**src/prg_pkg.sv**
```systemverilog
`timescale 1ns / 1ps
// Shared types and constants for the program header parser.
// No dependencies; imported by every module of the block.
package prg_pkg;

   localparam int SCAN_WINDOW      = 40;
   localparam int CONTAINER_HEADER = 26;

   localparam int COUNT_W = 17;
   localparam int DIGIT_W = 17;

   localparam logic [COUNT_W-1:0] COUNT_MAX = 17'h1ffff;
   localparam logic [DIGIT_W-1:0] DIGIT_MAX = 17'h1ffff;

   // First byte index of each reading's program data, and its scan window end
   localparam logic [COUNT_W-1:0] PLAIN_DATA   = 17'd2;
   localparam logic [COUNT_W-1:0] CONT_DATA    = COUNT_W'(CONTAINER_HEADER + 2);
   localparam logic [COUNT_W-1:0] PLAIN_WIN_END = COUNT_W'(2 + SCAN_WINDOW);
   localparam logic [COUNT_W-1:0] CONT_WIN_END  = COUNT_W'(CONTAINER_HEADER + 2 + SCAN_WINDOW);
   localparam logic [COUNT_W-1:0] CONT_LOAD_LO = COUNT_W'(CONTAINER_HEADER);
   localparam logic [COUNT_W-1:0] CONT_LOAD_HI = COUNT_W'(CONTAINER_HEADER + 1);
   localparam logic [COUNT_W-1:0] SIG_LEN      = 17'd8;
   localparam logic [COUNT_W-1:0] MIN_PLAIN    = 17'd3;
   localparam logic [COUNT_W-1:0] MIN_CONT     = COUNT_W'(CONTAINER_HEADER + 3);

   localparam logic [7:0] SYS_TOKEN  = 8'h9e;
   localparam logic [7:0] SPACE_CHAR = 8'h20;
   localparam logic [7:0] ZERO_CHAR  = 8'h30;
   localparam logic [7:0] NINE_CHAR  = 8'h39;

   typedef enum logic [1:0] {
      SCAN_SEEK  = 2'd0,
      SCAN_SPACE = 2'd1,
      SCAN_DIGIT = 2'd2,
      SCAN_DONE  = 2'd3
   } scan_phase_type;

   typedef struct packed {
      logic        found;
      logic [15:0] addr;
   } scan_res_type;

   typedef struct packed {
      logic        file_valid;
      logic        container_form;
      logic [15:0] load_address;
      logic [15:0] end_address;
      logic [16:0] program_size;
      logic        start_found;
      logic [15:0] start_address;
   } summary_type;

   // Signature bytes "C64File" plus a zero byte
   function automatic logic [7:0] sig_byte(input logic [2:0] idx);
      logic [7:0] b;
      case (idx)
         3'd0:    b = 8'h43;
         3'd1:    b = 8'h36;
         3'd2:    b = 8'h34;
         3'd3:    b = 8'h46;
         3'd4:    b = 8'h69;
         3'd5:    b = 8'h6c;
         3'd6:    b = 8'h65;
         default: b = 8'h00;
      endcase
      return b;
   endfunction

endpackage

```
**src/prg_scan.sv**
```systemverilog
`timescale 1ns / 1ps
// One start-line scanner: seeks the SYS token, skips spaces, accumulates digits.
// Depends on prg_pkg.
module prg_scan
   import prg_pkg::*;
(
   input  logic         clock,
   input  logic         reset,
   input  logic         advance,
   input  logic         clear,
   input  logic         feed,
   input  logic         in_window,
   input  logic [7:0]   file_byte,
   output scan_res_type res
);

   scan_phase_type     phase_ff, phase_in;
   logic [DIGIT_W-1:0] digit_ff, digit_in;
   logic               hit_ff, hit_in;
   logic [15:0]        value_ff, value_in;

   logic               is_digit;
   logic               seek_now;
   logic [3:0]         dval;
   logic [DIGIT_W+3:0] prod;

   always_comb begin
      is_digit = (file_byte >= ZERO_CHAR) && (file_byte <= NINE_CHAR);
      dval     = 4'(file_byte - ZERO_CHAR);
      prod     = ((DIGIT_W+4)'(digit_ff) << 3) + ((DIGIT_W+4)'(digit_ff) << 1)
                 + (DIGIT_W+4)'(dval);
      phase_in = phase_ff;
      digit_in = digit_ff;
      hit_in   = hit_ff;
      value_in = value_ff;
      seek_now = 1'b0;
      if (feed) begin
         case (phase_ff)
            SCAN_DONE: begin
            end
            SCAN_SPACE: begin
               if (file_byte == SPACE_CHAR) begin
               end else if (is_digit) begin
                  digit_in = DIGIT_W'(dval);
                  phase_in = SCAN_DIGIT;
               end else begin
                  seek_now = 1'b1;
               end
            end
            SCAN_DIGIT: begin
               if (is_digit) begin
                  // saturate instead of wrapping
                  digit_in = (prod > (DIGIT_W+4)'(DIGIT_MAX)) ? DIGIT_MAX : prod[DIGIT_W-1:0];
               end else if (digit_ff[DIGIT_W-1] == 1'b0) begin
                  hit_in   = 1'b1;
                  value_in = digit_ff[15:0];
                  phase_in = SCAN_DONE;
               end else begin
                  seek_now = 1'b1;
               end
            end
            default: begin
               seek_now = 1'b1;
            end
         endcase
         // the byte that ended a failed run is examined as a token too
         if (seek_now) begin
            phase_in = SCAN_SEEK;
            if (in_window && file_byte == SYS_TOKEN) begin
               phase_in = SCAN_SPACE;
               digit_in = '0;
            end
         end
      end
      // a digit run ending with the file counts as ended
      res.found = hit_in || (phase_in == SCAN_DIGIT && digit_in[DIGIT_W-1] == 1'b0);
      res.addr  = hit_in ? value_in : (res.found ? digit_in[15:0] : 16'd0);
   end

   always_ff @(posedge clock) begin
      if (reset) begin
         phase_ff <= SCAN_SEEK;
         digit_ff <= '0;
         hit_ff   <= 1'b0;
         value_ff <= '0;
      end else if (advance) begin
         if (clear) begin
            phase_ff <= SCAN_SEEK;
            digit_ff <= '0;
            hit_ff   <= 1'b0;
            value_ff <= '0;
         end else begin
            phase_ff <= phase_in;
            digit_ff <= digit_in;
            hit_ff   <= hit_in;
            value_ff <= value_in;
         end
      end
   end

endmodule

```
**src/prg_summary.sv**
```systemverilog
`timescale 1ns / 1ps
// Final-byte evaluation: picks the reading, checks length and address range.
// Depends on prg_pkg.
module prg_summary
   import prg_pkg::*;
(
   input  logic [COUNT_W-1:0] file_len,
   input  logic               sig_ok,
   input  logic [15:0]        plain_load,
   input  logic [15:0]        cont_load,
   input  scan_res_type       plain_scan,
   input  scan_res_type       cont_scan,
   output summary_type        summary
);

   logic               container;
   logic               len_ok;
   logic               use_cont;
   logic [15:0]        load;
   logic [COUNT_W-1:0] size;
   logic [COUNT_W:0]   reach;
   logic               valid;
   scan_res_type       pick;

   always_comb begin
      container = sig_ok && (file_len >= CONT_DATA);
      use_cont  = container;
      if (container) begin
         len_ok = file_len >= MIN_CONT;
         load   = cont_load;
         size   = file_len - CONT_DATA;
      end else begin
         len_ok = file_len >= MIN_PLAIN;
         load   = plain_load;
         size   = file_len - PLAIN_DATA;
      end
      reach = (COUNT_W+1)'(load) + (COUNT_W+1)'(size);
      valid = len_ok && (reach <= (COUNT_W+1)'(18'h10000));
      pick  = use_cont ? cont_scan : plain_scan;

      summary.file_valid     = valid;
      summary.container_form = container;
      summary.load_address   = valid ? load : 16'd0;
      summary.end_address    = valid ? 16'(reach - (COUNT_W+1)'(1)) : 16'd0;
      summary.program_size   = valid ? size : '0;
      summary.start_found    = valid && pick.found;
      summary.start_address  = (valid && pick.found) ? pick.addr : 16'd0;
   end

endmodule

```
**src/prg_program_header_parser.sv**
```systemverilog
`timescale 1ns / 1ps
// Top level of the program file header parser: input register, header state,
// two scanners and the result register. Depends on prg_pkg, prg_scan, prg_summary.
//
//   channel | ports            | direction | carries
//   --------+------------------+-----------+------------------------------------
//   req     | req_valid/ready  | in        | one file byte, last-byte flag
//   rsp     | rsp_valid/ready  | out       | header summary, once per file
//
// One byte per cycle sustained: a byte is registered at the input, applied to
// the header state and scanners from that register, and a final byte loads the
// result register in that same cycle. Input stalls only when a final byte waits
// behind an untaken result. Synchronous reset clears the count and scanners and
// sets the signature flag.
module prg_program_header_parser
   import prg_pkg::*;
(
   input  logic        clock,
   input  logic        reset,
   input  logic        req_valid,
   output logic        req_ready,
   input  logic [7:0]  req_file_byte,
   input  logic        req_final_byte,
   output logic        rsp_valid,
   input  logic        rsp_ready,
   output logic        rsp_file_valid,
   output logic        rsp_container_form,
   output logic [15:0] rsp_load_address,
   output logic [15:0] rsp_end_address,
   output logic [16:0] rsp_program_size,
   output logic        rsp_start_found,
   output logic [15:0] rsp_start_address
);

   logic               in_valid_ff;
   logic [7:0]         in_byte_ff;
   logic               in_last_ff;
   logic               advance;

   logic [COUNT_W-1:0] count_ff, count_in;
   logic               sig_ok_ff, sig_ok_in;
   logic [15:0]        plain_load_ff, plain_load_in;
   logic [15:0]        cont_load_ff, cont_load_in;

   scan_res_type       plain_res, cont_res;
   summary_type        summary;

   logic               rsp_valid_ff;
   summary_type        rsp_data_ff;

   logic plain_feed, plain_win, cont_feed, cont_win;

   assign advance   = in_valid_ff && (!in_last_ff || !rsp_valid_ff || rsp_ready);
   assign req_ready = !in_valid_ff || advance;

   always_ff @(posedge clock) begin
      if (reset) begin
         in_valid_ff <= 1'b0;
      end else if (req_ready) begin
         in_valid_ff <= req_valid;
      end
      if (req_ready && req_valid) begin
         in_byte_ff <= req_file_byte;
         in_last_ff <= req_final_byte;
      end
   end

   always_comb begin
      count_in      = (count_ff < COUNT_MAX) ? count_ff + COUNT_W'(1) : count_ff;
      sig_ok_in     = sig_ok_ff;
      plain_load_in = plain_load_ff;
      cont_load_in  = cont_load_ff;
      if (count_ff < SIG_LEN && in_byte_ff != sig_byte(count_ff[2:0])) begin
         sig_ok_in = 1'b0;
      end
      if (count_ff == '0)           plain_load_in[7:0]  = in_byte_ff;
      if (count_ff == COUNT_W'(1))  plain_load_in[15:8] = in_byte_ff;
      if (count_ff == CONT_LOAD_LO) cont_load_in[7:0]   = in_byte_ff;
      if (count_ff == CONT_LOAD_HI) cont_load_in[15:8]  = in_byte_ff;
      plain_feed = count_ff >= PLAIN_DATA;
      plain_win  = count_ff < PLAIN_WIN_END;
      cont_feed  = count_ff >= CONT_DATA;
      cont_win   = count_ff < CONT_WIN_END;
   end

   always_ff @(posedge clock) begin
      if (reset) begin
         count_ff      <= '0;
         sig_ok_ff     <= 1'b1;
         plain_load_ff <= '0;
         cont_load_ff  <= '0;
      end else if (advance) begin
         if (in_last_ff) begin
            // file done: return to the reset values for the next file
            count_ff      <= '0;
            sig_ok_ff     <= 1'b1;
            plain_load_ff <= '0;
            cont_load_ff  <= '0;
         end else begin
            count_ff      <= count_in;
            sig_ok_ff     <= sig_ok_in;
            plain_load_ff <= plain_load_in;
            cont_load_ff  <= cont_load_in;
         end
      end
   end

   prg_scan u_plain_scan (
      .clock     (clock),
      .reset     (reset),
      .advance   (advance),
      .clear     (in_last_ff),
      .feed      (plain_feed),
      .in_window (plain_win),
      .file_byte (in_byte_ff),
      .res       (plain_res)
   );

   prg_scan u_cont_scan (
      .clock     (clock),
      .reset     (reset),
      .advance   (advance),
      .clear     (in_last_ff),
      .feed      (cont_feed),
      .in_window (cont_win),
      .file_byte (in_byte_ff),
      .res       (cont_res)
   );

   prg_summary u_summary (
      .file_len   (count_in),
      .sig_ok     (sig_ok_in),
      .plain_load (plain_load_in),
      .cont_load  (cont_load_in),
      .plain_scan (plain_res),
      .cont_scan  (cont_res),
      .summary    (summary)
   );

   always_ff @(posedge clock) begin
      if (reset) begin
         rsp_valid_ff <= 1'b0;
      end else if (advance && in_last_ff) begin
         rsp_valid_ff <= 1'b1;
      end else if (rsp_ready) begin
         rsp_valid_ff <= 1'b0;
      end
      if (advance && in_last_ff) begin
         rsp_data_ff <= summary;
      end
   end

   assign rsp_valid          = rsp_valid_ff;
   assign rsp_file_valid     = rsp_data_ff.file_valid;
   assign rsp_container_form = rsp_data_ff.container_form;
   assign rsp_load_address   = rsp_data_ff.load_address;
   assign rsp_end_address    = rsp_data_ff.end_address;
   assign rsp_program_size   = rsp_data_ff.program_size;
   assign rsp_start_found    = rsp_data_ff.start_found;
   assign rsp_start_address  = rsp_data_ff.start_address;

`ifndef SYNTHESIS
   a_final_clears: assert property (@(posedge clock) disable iff (reset)
      advance && in_last_ff |=> count_ff == '0 && sig_ok_ff)
      else $error("state not cleared after final item");

   a_stall_cause: assert property (@(posedge clock) disable iff (reset)
      !req_ready |-> in_valid_ff && in_last_ff && rsp_valid_ff && !rsp_ready)
      else $error("input stalled without a blocked result");

   a_invalid_zero: assert property (@(posedge clock) disable iff (reset)
      rsp_valid_ff && !rsp_data_ff.file_valid |->
         rsp_data_ff.load_address == 16'd0 && rsp_data_ff.program_size == '0 &&
         rsp_data_ff.start_found == 1'b0)
      else $error("invalid file with nonzero fields");

   a_valid_range: assert property (@(posedge clock) disable iff (reset)
      rsp_valid_ff && rsp_data_ff.file_valid |->
         (18'(rsp_data_ff.load_address) + 18'(rsp_data_ff.program_size)) <= 18'h10000
         && rsp_data_ff.program_size != '0)
      else $error("valid file beyond address range");
`endif

endmodule
```
**config.mk**
```make
export PLATFORM = sky130hd
export DESIGN_NAME = prg_program_header_parser
export DESIGN_NICKNAME = d
export VERILOG_FILES = /design/src/prg_pkg.sv /design/src/prg_scan.sv /design/src/prg_summary.sv /design/src/prg_program_header_parser.sv
export SDC_FILE = /design/constraint.sdc
export NUM_CORES = 1
export LEC_CHECK = 0
export BUFFER_PORTS_ARGS = -buffer_cell sky130_fd_sc_hd__buf_2
export CORE_ASPECT_RATIO = 0.75
export CORE_MARGIN = 2
export CORE_UTILIZATION = 30
export CTS_CLUSTER_DIAMETER = 50
export CTS_CLUSTER_SIZE = 10
export DETAILED_ROUTE_END_ITERATION = 8
export SLEW_MARGIN = 20
export SYNTH_ARGS = -nofsm -noshare
export SYNTH_HDL_FRONTEND = slang
export SYNTH_SLANG_ARGS = --single-unit
```
**constraint.sdc**
```tcl
create_clock -name clock -period 5.93 [get_ports clock]
set_input_delay 0.8895 -clock clock [delete_from_list [all_inputs] [get_ports clock]]
set_output_delay 0.8895 -clock clock [all_outputs]
set_load 0.03 [all_outputs]
```
# ---- Word-level counts from Yosys, hierarchy flattened
# Cells that the tools add are included.
dict set report word_totals {
  wordCells 179
  latch_bits 0
  mem_count 0
  mem_bits_rw 0
  romBits 0
  reg_bits 201
}
dict set report classes {
  add_sub_neg 10
  n_eq_ne 20
  n_shift 0
  bitwise 2
  muxes 87
  multipliers 0
  div 0
  n_reduce_logical 23
  magnitude_cmp 14
}
# cell count
set op_table {}
lappend op_table {{17-bit two-way mux} 20}
lappend op_table {{16-bit two-way mux} 17}
lappend op_table {{17-bit one-hot mux with 2 select lines} 2}
lappend op_table {{17-bit by 5-bit >= comparator with 1-bit output, second input constant} 3}
lappend op_table {{7-bit one-hot mux with 7 select lines} 1}
lappend op_table {{20-bit by 18-bit adder with 21-bit output} 2}
lappend op_table {{21-bit by 4-bit adder with 21-bit output} 2}
lappend op_table {{21-bit by 17-bit > comparator with 1-bit output, second input constant} 2}
lappend op_table {{17-bit by 5-bit == test with 1-bit output, second input constant} 2}
lappend op_table {{17-bit by 2-bit >= comparator with 1-bit output, second input constant} 2}
lappend op_table {{8-bit two-way mux} 4}
lappend op_table {{2-bit two-way mux} 14}
lappend op_table {{1-bit two-way mux} 25}
lappend op_table {{16-bit by 17-bit adder with 18-bit output} 1}
lappend op_table {{18-bit by 17-bit less-or-equal comparator with 1-bit output, second input constant} 1}
lappend op_table {{17-bit by 1-bit adder with 17-bit output, second input constant} 1}
lappend op_table {{17-bit by 1-bit == test with 1-bit output, second input constant} 1}
lappend op_table {{17-bit logical NOT} 1}
lappend op_table {{17-bit < comparator, second input constant} 1}
lappend op_table {{17-bit by 4-bit < comparator with 1-bit output, second input constant} 1}
lappend op_table {{17-bit by 6-bit < comparator with 1-bit output, second input constant} 1}
lappend op_table {{17-bit by 7-bit < comparator with 1-bit output, second input constant} 1}
lappend op_table {{17-bit by 2-bit subtractor with 17-bit output, second input constant} 1}
lappend op_table {{17-bit by 5-bit subtractor with 17-bit output, second input constant} 1}
lappend op_table {{20 further kinds} 49}

# ---- Logic depth before layout (Yosys ltp)
# Gate-level depths: netlist of the first run.
dict set report depth {
  word_depth 16
  ltp_mapped 28
  mapped_depth_nobuf 23
}

# ---- Hierarchy
# From an unflattened synthesis of the first run, not the netlist that was laid out.
dict set report hier_totals {
  hier_cells 1856
  area_unflattened_um2 15866.5
}
# module area_per_inst_um2 cells_each n_inst seq_area_each_um2
set by_module_without_submodules {}
lappend by_module_without_submodules {prg_program_header_parser 5557.8 448 1 3353.2}
lappend by_module_without_submodules {{prg_scan at u_cont_scan} 3689.8 477 1 720.7}
lappend by_module_without_submodules {{prg_scan at u_plain_scan} 3552.2 447 1 720.7}
lappend by_module_without_submodules {prg_summary 3066.7 484 1 0.0}

# ---- Worst setup path after synthesis of the first run
# OpenSTA, ideal clock, no wires.
dict set report synth_path {
  kind {reg2reg}
  startpoint {reg count_ff[0]}
  endpoint {reg rsp_data_ff, in the netlist rsp_load_address[12] (data pin)}
  synth_period_minus_slack_ns 5.945
  setup_time_ns 0.151
  required_time_ns 5.779
  arrival_ns 5.794
  setup_slack_ns -0.015
  path_stages_with_launch 29
  path_cell_list {dfxtp_1 -> clkbuf_2 -> inv_1 -> ha_1 -> clkbuf_1 -> or3_1 -> o2bb2ai_1 -> xnor2_1 -> nand3_1 -> o31a_2 -> a31o_2 -> or2_2 -> clkbuf_1 -> o22a_1 -> o21a_1 -> ha_1 -> fa_1 -> a21o_1 -> a21oi_1 -> xor2_1 -> and3_1 -> nand4_1 -> nor4b_1 -> a41oi_1 -> nor3_1 -> mux2i_1 -> buf_4 -> buf_6 -> nor3b_2}
}
dict set report synth_via {
  elab_chain_len 10
  word_cells_on_any_way 35
}
# element line_no
set synth_lines {}
lappend synth_lines {{start: declaration} prg_program_header_parser.sv:40} ;# logic [COUNT_W-1:0] count_ff, count_in;
lappend synth_lines {{start signal: assignment} prg_program_header_parser.sv:100} ;# count_ff <= count_in;
lappend synth_lines {{parallel branches: the longest is 6 deep, another holds 17-bit by 1-bit adder with 17-bit output} --}
lappend synth_lines {{16-bit two-way mux (*)} prg_summary.sv:28} ;# if (container) begin
lappend synth_lines {{via u_summary.load[0]} prg_summary.sv:19} ;# logic [15:0] load;
lappend synth_lines {{16-bit by 17-bit adder with 18-bit output (*)} prg_summary.sv:37} ;# reach = (COUNT_W+1)'(load) + (COUNT_W+1)'(size);
lappend synth_lines {{18-bit by 17-bit less-or-equal comparator with 1-bit output (*)} prg_summary.sv:38} ;# valid = len_ok && (reach <= (COUNT_W+1)'(18'h10000));
lappend synth_lines {{1-bit logical AND (*)} prg_summary.sv:38}
lappend synth_lines {{end signal: assignment} prg_program_header_parser.sv:149} ;# rsp_data_ff <= summary;
lappend synth_lines {{end: declaration} prg_program_header_parser.sv:49} ;# summary_type rsp_data_ff;
# Mark *: on every way through the listed nets, which the timed path passes.
# A chain may end at the register's enable or synchronous reset.

# ---- Final worst setup path of the first run
dict set report layout_path {
  startpoint {reg count_ff[8]}
  endpoint {reg rsp_data_ff, in the netlist rsp_end_address[15] (data pin)}
}
dict set report layout_via {
  elab_chain_len 8
  word_cells_on_any_way 27
}
# element line_no
set layout_lines {}
lappend layout_lines {{17-bit by 1-bit adder with 17-bit output (tied with other cells)} prg_program_header_parser.sv:69} ;# count_in = (count_ff < COUNT_MAX) ? count_ff + COUNT_W'(1) : count_ff;
lappend layout_lines {{17-bit two-way mux or 1-bit logical AND (tied branches)} {prg_program_header_parser.sv:69, prg_program_header_parser.sv:73}}
lappend layout_lines {{17-bit by 5-bit >= comparator with 1-bit output or 1-bit two-way mux (tied branches)} {prg_summary.sv:26, prg_program_header_parser.sv:73}}
lappend layout_lines {{1-bit logical AND} prg_summary.sv:26} ;# container = sig_ok && (file_len >= CONT_DATA);
lappend layout_lines {{16-bit two-way mux (*)} prg_summary.sv:28}
lappend layout_lines {{via u_summary.load[0]} prg_summary.sv:19}
lappend layout_lines {{16-bit by 17-bit adder with 18-bit output (*)} prg_summary.sv:37}
lappend layout_lines {{18-bit by 17-bit less-or-equal comparator with 1-bit output} prg_summary.sv:38}
lappend layout_lines {{1-bit logical AND} prg_summary.sv:38}
# Mark *: on every way through the listed nets, which the timed path passes. The rest lies on a longest branch.

==> results.cfg, run 1 <==
[run_status]
status = finished clean

[logic_synthesis]
synth_area_leaders = dfxtp_1 (16%), edfxtp_1 (15%), ha_1 (8.3%)
synth_common_cells = nor2_1 (211), a21oi_1 (142), nand2_1 (129), dfxtp_1 (124), o21ai_0 (104)
synth_warnings = 0
async_flop_share_pct = 0
synth-seq-cells = 201
synth_top_cell_by_area = dfxtp_1
synth-edff-count = 77
synth-seq-area-share_pct = 31.6
synth.distinct_cells = 92
yosysMostFrequentCell = nor2_1
avgSynthCellArea_um2 = 8.35
synth_top_area_share_pct = 16.4
synthCells = 1819
synthFlopType = dfxtp_1
synthesis.nets = 1938
syn_area_um2 = 15200

[drt]
drt_iter0_drc = 1694
vias_per_cell = 5.78
wl_um = 52800
drtPass1Iterations = 5
wl_per_cell_um = 20.1
ant_nets = 0
drc = 0
vias = 15200

[cells_and_area]
multiInputGateArea_um2 = 10000
final-instance-count-excl-fill = 2630
drive_gt1_share_pct = 20.9
insertedDiodeCount = 0
syn2layout_area_growth_pct = 20.9
seq_area_um2 = 4800
fillers = 5056
stdcell_area_um2 = 18400
fin_nets = 2071
fin_util_pct = 36.6

[floorplanning]
num_rows = 71
die_y_um = 199
start_util_pct = 30.3
die_w_um = 264
core_um2 = 50100
die_area_um2 = 52400
io_pins = 83

[timing]
hold_viol_final = 0
setup_tns_ns = 0
holdWs_ns = 0.489
layout_setup_ws_ns = 0.131
finalClockSkew_ns = 0.0253
rsz0062_at_grt = true
worst_pin_slew_ns = 1.13
drv_slew = 0
min_period_over_period_pct = 97.8
period_minus_slack_ns = 5.80
finalSetupViolCount = 0
slew_headroom_pct = 24.9
fmax_mhz = 172

[global_route]
grt_max_degree = 71
grt_busiest_layer = met1
gr-usage-met3_pct = 3.44
track_usage_pct = 19.3
grt_pass1_wl_um = 81600
grt_pass1_vias = 14100
met2_usage_pct = 28.5
gr-usage-met1_pct = 29.0
antenna_found_initial = 0
grt-ovfl-total = 0

[clock_network]
htreeDepth = 1
ctsHoldBuffers = 0
cts.sinks = 201
cts_tree = built
clkTransAtPathRegs_ns = 0.06
numCtsBuffers = 29
clk_latency_ns = 0.58
clockBufferDepth = 3
cts_root_buffer = clkbuf_16

[flow_run]
max_cap_viol_count = 0

[critical_path]
arrival_ns = 6.08
criticalPathCategory = flop to flop
crit_buf_inv = 7
critPathCapture = rsp_end_address[15]
endpoint_kind = flop
crit_fanout = 5
worstReg2RegStart = count_ff[8]
start_kind = flop
cp.required_ns = 6.21
max_stage_delay_ns = 0.61
cp-startpoint = count_ff[8]
critical-path-top-delay-family = simple AND/OR/NAND/NOR gates
reg2reg_slack_ns = 0.13
slowest_stage = or4b_4
ff2ff_path_depth = 26
path_depth = 26
crit_top_cell = buf_4
r2r_end = rsp_end_address[15]

[placed_design]
placedInstanceArea_um2 = 16800
dpl.hpwl_um = 37800
place_congestion = 0.893
place_inst = 2555
preCtsSetupSlack_ns = -0.214
portBuffers = 82

[power]
pwr-share-seq_pct = 35.9
p_sw_share_pct = 29.2
combPwrFrac_pct = 21.2
p_total_mw = 4.10
p_clk_share_pct = 42.8
vdd_ir_drop_max_v = 0.000169
switching_power_mw = 1.20
cellLeakagePower_nw = 7.00
p_per_area_nw_per_um2 = 223
p_int_mw = 2.90

[hold_path]
min_path_type = primary input to flop
holdPathStages = 1
state kept, by name, indices dropped and copies added (netlist names), 8 cells and up:
name and count:
rsp_load_address 16, u_cont_scan.value_ff 16, in_byte_ff 8, u_plain_scan.digit_ff 17
plain_load_ff 16, rsp_end_address 16, cont_load_ff 16, u_plain_scan.value_ff 16
rsp_program_size 17, u_cont_scan.digit_ff 17, rsp_start_address 16, count_ff 17
cell families after synthesis:
logic type | share of synthesized area, %
flops | 31.6
buf+inv | 4.81
fa+ha+maj | 8.98
compound gates | 28.1
mux | 0.396
xor+xnor | 4.61
simple gates | 21.6
cell usage in the layout (no fill, tap or decap), types with 35 or more instances in the layout:
cell type,count
nand3_1,35
a21oi_1,141
ha_1,91
inv_1,45
dfxtp_1,121
xnor2_1,41
buf_2,81
a22oi_1,80
edfxtp_1,77
nand2_1,127
o21ai_0,101
nor3_1,51
nor2_1,207
buf_4,135
routing by layer:
| layer | part of all wire [%] | routed length, µm |
|---|---|---|
| met5 | 0 | 0 |
| met4 | 2.1 | 1120 |
| met3 | 9.1 | 4830 |
| met2 | 41 | 21900 |
| met1 | 47 | 25000 |
what timing repair did:
| item | in CTS | in global routing |
|---|---|---|
| setup buffers | 10 | 13 |
| endpoints found under the setup margin | 64 | 67 |
| gates resized for setup | 13 | 69 |
| pin swaps | 9 | 24 |
worst min-delay path by stage:
stage / startpoint / end / slack (ns)
detailed placement: u_plain_scan.value_ff[8] / u_plain_scan.value_ff[8] / 0.50
floorplan: plain_load_ff[15] / plain_load_ff[15] / 0.47
CTS: req_file_byte[2] / in_byte_ff[2] / 0.46
finish: req_file_byte[2] / in_byte_ff[2] / 0.49
global placement: u_plain_scan.value_ff[4] / u_plain_scan.value_ff[4] / 0.49
global route: req_file_byte[2] / in_byte_ff[2] / 0.47
layout make-up:
cell class,instances,area share (%)
clock buffers,39,4.21
clock inverters,13,1.06
inverters,50,1.05
multi-input cells,1447,54.7
flip-flops and latches,201,26.2
well taps,657,4.48
repair buffers,223,8.30
power by group through the flow:
| stage | combinational, mW | clock (mW) | sequential (mW) |
|---|---|---|---|
| 6_report | 0.871 | 1.76 | 1.47 |
| 5_1_grt | 0.933 | 1.85 | 1.47 |
| 4_1_cts | 0.786 | 1.79 | 1.47 |
| 3_5_place_dp | 0.745 | 0 | 1.50 |
| 3_3_place_gp | 0.740 | 0 | 1.50 |
| 2_1_floorplan | 0.455 | 0 | 1.52 |
Power figures use the tool's default switching activity.
==> run 2, diff against run 1 <==
--- a/config.mk
+++ b/config.mk
@@ -12,7 +12,7 @@
 export CTS_CLUSTER_DIAMETER = 50
 export CTS_CLUSTER_SIZE = 10
 export DETAILED_ROUTE_END_ITERATION = 8
-export SLEW_MARGIN = 20
 export SYNTH_ARGS = -nofsm -noshare
 export SYNTH_HDL_FRONTEND = slang
+export SYNTH_HIERARCHICAL = 1
 export SYNTH_SLANG_ARGS = --single-unit
==> run 2 against run 1 <==
Effect of this change: the run now ends with setup timing left; utilization increased by 3.9 points; first-iteration DRC count fell by 4.7%; clock power down 6%; sequential cell count did not move; hold slack lost 0.034 ns; setup slack worse by 0.42 ns; sequential power barely moved; total power is 3.6% lower; routed wire length is 5.5% higher; maximum frequency shrank 6.8%; sequential share of layout area is 3.2 points lower; clock-buffer cell count is 1 lower; critical path type unchanged; largest power group unchanged.
==> results.cfg, run 2 <==
[critical_path]
ff2ff_path_depth = 29
crit_buf_inv = 7
critical-path-top-delay-family = compound AO/OA/AOI/OAI gates
max_stage_delay_ns = 0.41
criticalPathCategory = flop to flop
start_kind = flop
cp.required_ns = 6.36
r2r_end = rsp_load_address[9]
crit_fanout = 8
worstReg2RegStart = count_ff[13]
endpoint_kind = flop
arrival_ns = 6.65
slowest_stage = or3b_4
reg2reg_slack_ns = -0.29

[drt]
wl_um = 55700
drt_iter0_drc = 1615
wl_per_cell_um = 19.3
drc = 0
vias_per_cell = 5.59
drtPass1Iterations = 6
vias = 16200
ant_nets = 0

[placed_design]
place_congestion = 0.934
placedInstanceArea_um2 = 18600
dpl.hpwl_um = 40200
portBuffers = 82
preCtsSetupSlack_ns = -0.661

[logic_synthesis]
syn_area_um2 = 15900
yosysMostFrequentCell = nand2_1
synth.distinct_cells = 120
synth_common_cells = nand2_1 (165), a21oi_1 (152), nor2_1 (144), dfxtp_1 (124), ha_1 (99)
synthesis.nets = 1973
synth_top_cell_by_area = dfxtp_1
async_flop_share_pct = 0
synth_area_leaders = dfxtp_1 (16%), edfxtp_1 (15%), ha_1 (7.8%)
synth_top_area_share_pct = 15.6
synth_warnings = 6
synth-seq-area-share_pct = 30.2
synthCells = 1856
avgSynthCellArea_um2 = 8.55
synth-seq-cells = 201
synthFlopType = dfxtp_1
synth-edff-count = 77

[timing]
min_period_over_period_pct = 105
setup_tns_ns = -16.39
layout_setup_ws_ns = -0.291
drv_slew = 0
period_minus_slack_ns = 6.22
slew_headroom_pct = 16.0
holdWs_ns = 0.455
hold_viol_final = 0
finalClockSkew_ns = 0.0174
finalSetupViolCount = 67
rsz0062_at_grt = true
worst_pin_slew_ns = 1.25
fmax_mhz = 161

[global_route]
gr-usage-met1_pct = 28.7
grt_pass1_vias = 15300
track_usage_pct = 19.6
grt_pass1_wl_um = 87000
grt-ovfl-total = 0
gr-usage-met3_pct = 4.18
antenna_found_initial = 3
met2_usage_pct = 29.2
grt_busiest_layer = met2
grt_max_degree = 76

[hold_path]
hold_end = cont_load_ff[11]
holdCritStartpoint = cont_load_ff[11]
holdPathStages = 2
min_path_type = flop to flop

[power]
vdd_ir_drop_max_v = 0.000225
pwr-share-seq_pct = 37.1
combPwrFrac_pct = 21.0
p_clk_share_pct = 41.8
cellLeakagePower_nw = 8.50
p_sw_share_pct = 28.8
p_per_area_nw_per_um2 = 188
p_int_mw = 2.82
switching_power_mw = 1.14

[floorplanning]
die_w_um = 270
num_rows = 72
core_um2 = 51900
io_pins = 83
die_area_um2 = 54800
start_util_pct = 30.6
die_y_um = 203

[clock_network]
numCtsBuffers = 30
ctsHoldBuffers = 0
cts_tree = built
cts.sinks = 201
clockBufferDepth = 3
clk_latency_ns = 0.58
cts_root_buffer = clkbuf_16
htreeDepth = 1
clkTransAtPathRegs_ns = 0.05

[cells_and_area]
fin_util_pct = 40.5
insertedDiodeCount = 0
final_common_cell = buf_4
drive_gt1_share_pct = 33.0
final_cell_mix = buf_4 (285), nand2_1 (156), nor2_1 (124), a21oi_1 (118), dfxtp_1 (107)
fillers = 5083
stdcell_area_um2 = 21000
syn2layout_area_growth_pct = 32.5
fin_nets = 2287

[flow_run]
max_cap_viol_count = 0

[run_status]
violations = setup timing
status = finished with violations
## run 2: worst reg2reg max path, delay by kind of cell, from the launching register on
| family | cells | cell delay (ns) |
|---|---|---|
| xor gates and xnor gates | 2 | 0.31 |
| AOI/OAI and AO/OA | 8 | 1.79 |
| and+or+nand+nor | 9 | 1.73 |
| DFF | 1 | 0.32 |
| buffers and inverters | 7 | 1.06 |
| adders and majority gates | 3 | 0.86 |
## run 2: area by class of cell
type | count | area (µm²) | area share (%)
inverters | 65 | 264 | 1.26
repair buffers | 395 | 2940 | 14.0
clock inverters | 15 | 108 | 0.512
well taps | 703 | 880 | 4.18
flip-flops and latches | 201 | 4820 | 22.9
multi-input cells | 1477 | 11200 | 53.3
clock buffers | 38 | 812 | 3.86
## run 2: worst max path at each step
stage	from	cells past startpoint	end
2_1_floorplan	count_ff[13]	31	rsp_program_size[7]
3_3_place_gp	count_ff[1]	32	rsp_start_address[9]
3_5_place_dp	count_ff[1]	31	rsp_load_address[9]
4_1_cts	count_ff[1]	28	rsp_load_address[9]
5_1_grt	count_ff[0]	30	rsp_start_address[13]
6_report	count_ff[13]	29	rsp_load_address[9]
## run 2: logic make-up (layout without fill, tap and decap cells)
group                    after synthesis  count (layout)  share of synthesized area, %
AND/OR/NAND/NOR                      637             637                          21.1
AO/OA/AOI/OAI                        595             595                          26.6
flip-flops                           201             201                          30.2
buffers and inverters                178             513                          5.13
adder cells (fa/ha/maj)              108             108                          8.70
XOR/XNOR                              79              79                          4.36
multiplexers                          58              58                          3.97
## run 2: stage by stage
step	power [mW]	std cells
6_report	3.96	2894
5_1_grt	4.11	2894
4_1_cts	3.94	2886
3_5_place_dp	2.18	2757
3_3_place_gp	2.18	2757
2_1_floorplan	1.91	1856
## run 2: what timing repair did
| action | 4_1_cts | 5_1_grt |
|---|---|---|
| gates resized for setup | 125 | 57 |
| pin swaps | 41 | 45 |
| endpoints found under the hold margin | 0 | 0 |
| buffers inserted | 75 | 9 |
| endpoints found under the setup margin | 67 | 68 |
| cloned | 1 | 1 |
## run 2: per-layer routing
metal | up-vias | routed length [µm]
met5 | - | 23
met4 | 4 | 1190
met3 | 92 | 4560
met2 | 646 | 23500
met1 | 7790 | 26400
li1 | 7647 | -
## run 2: power groups by stage
stage	sequential (mW)	combinational [mW]	clock, mW
3_5_place_dp	1.50	0.684	0
4_1_cts	1.47	0.786	1.69
6_report	1.47	0.832	1.65
3_3_place_gp	1.50	0.679	0
2_1_floorplan	1.53	0.383	0
5_1_grt	1.47	0.898	1.74
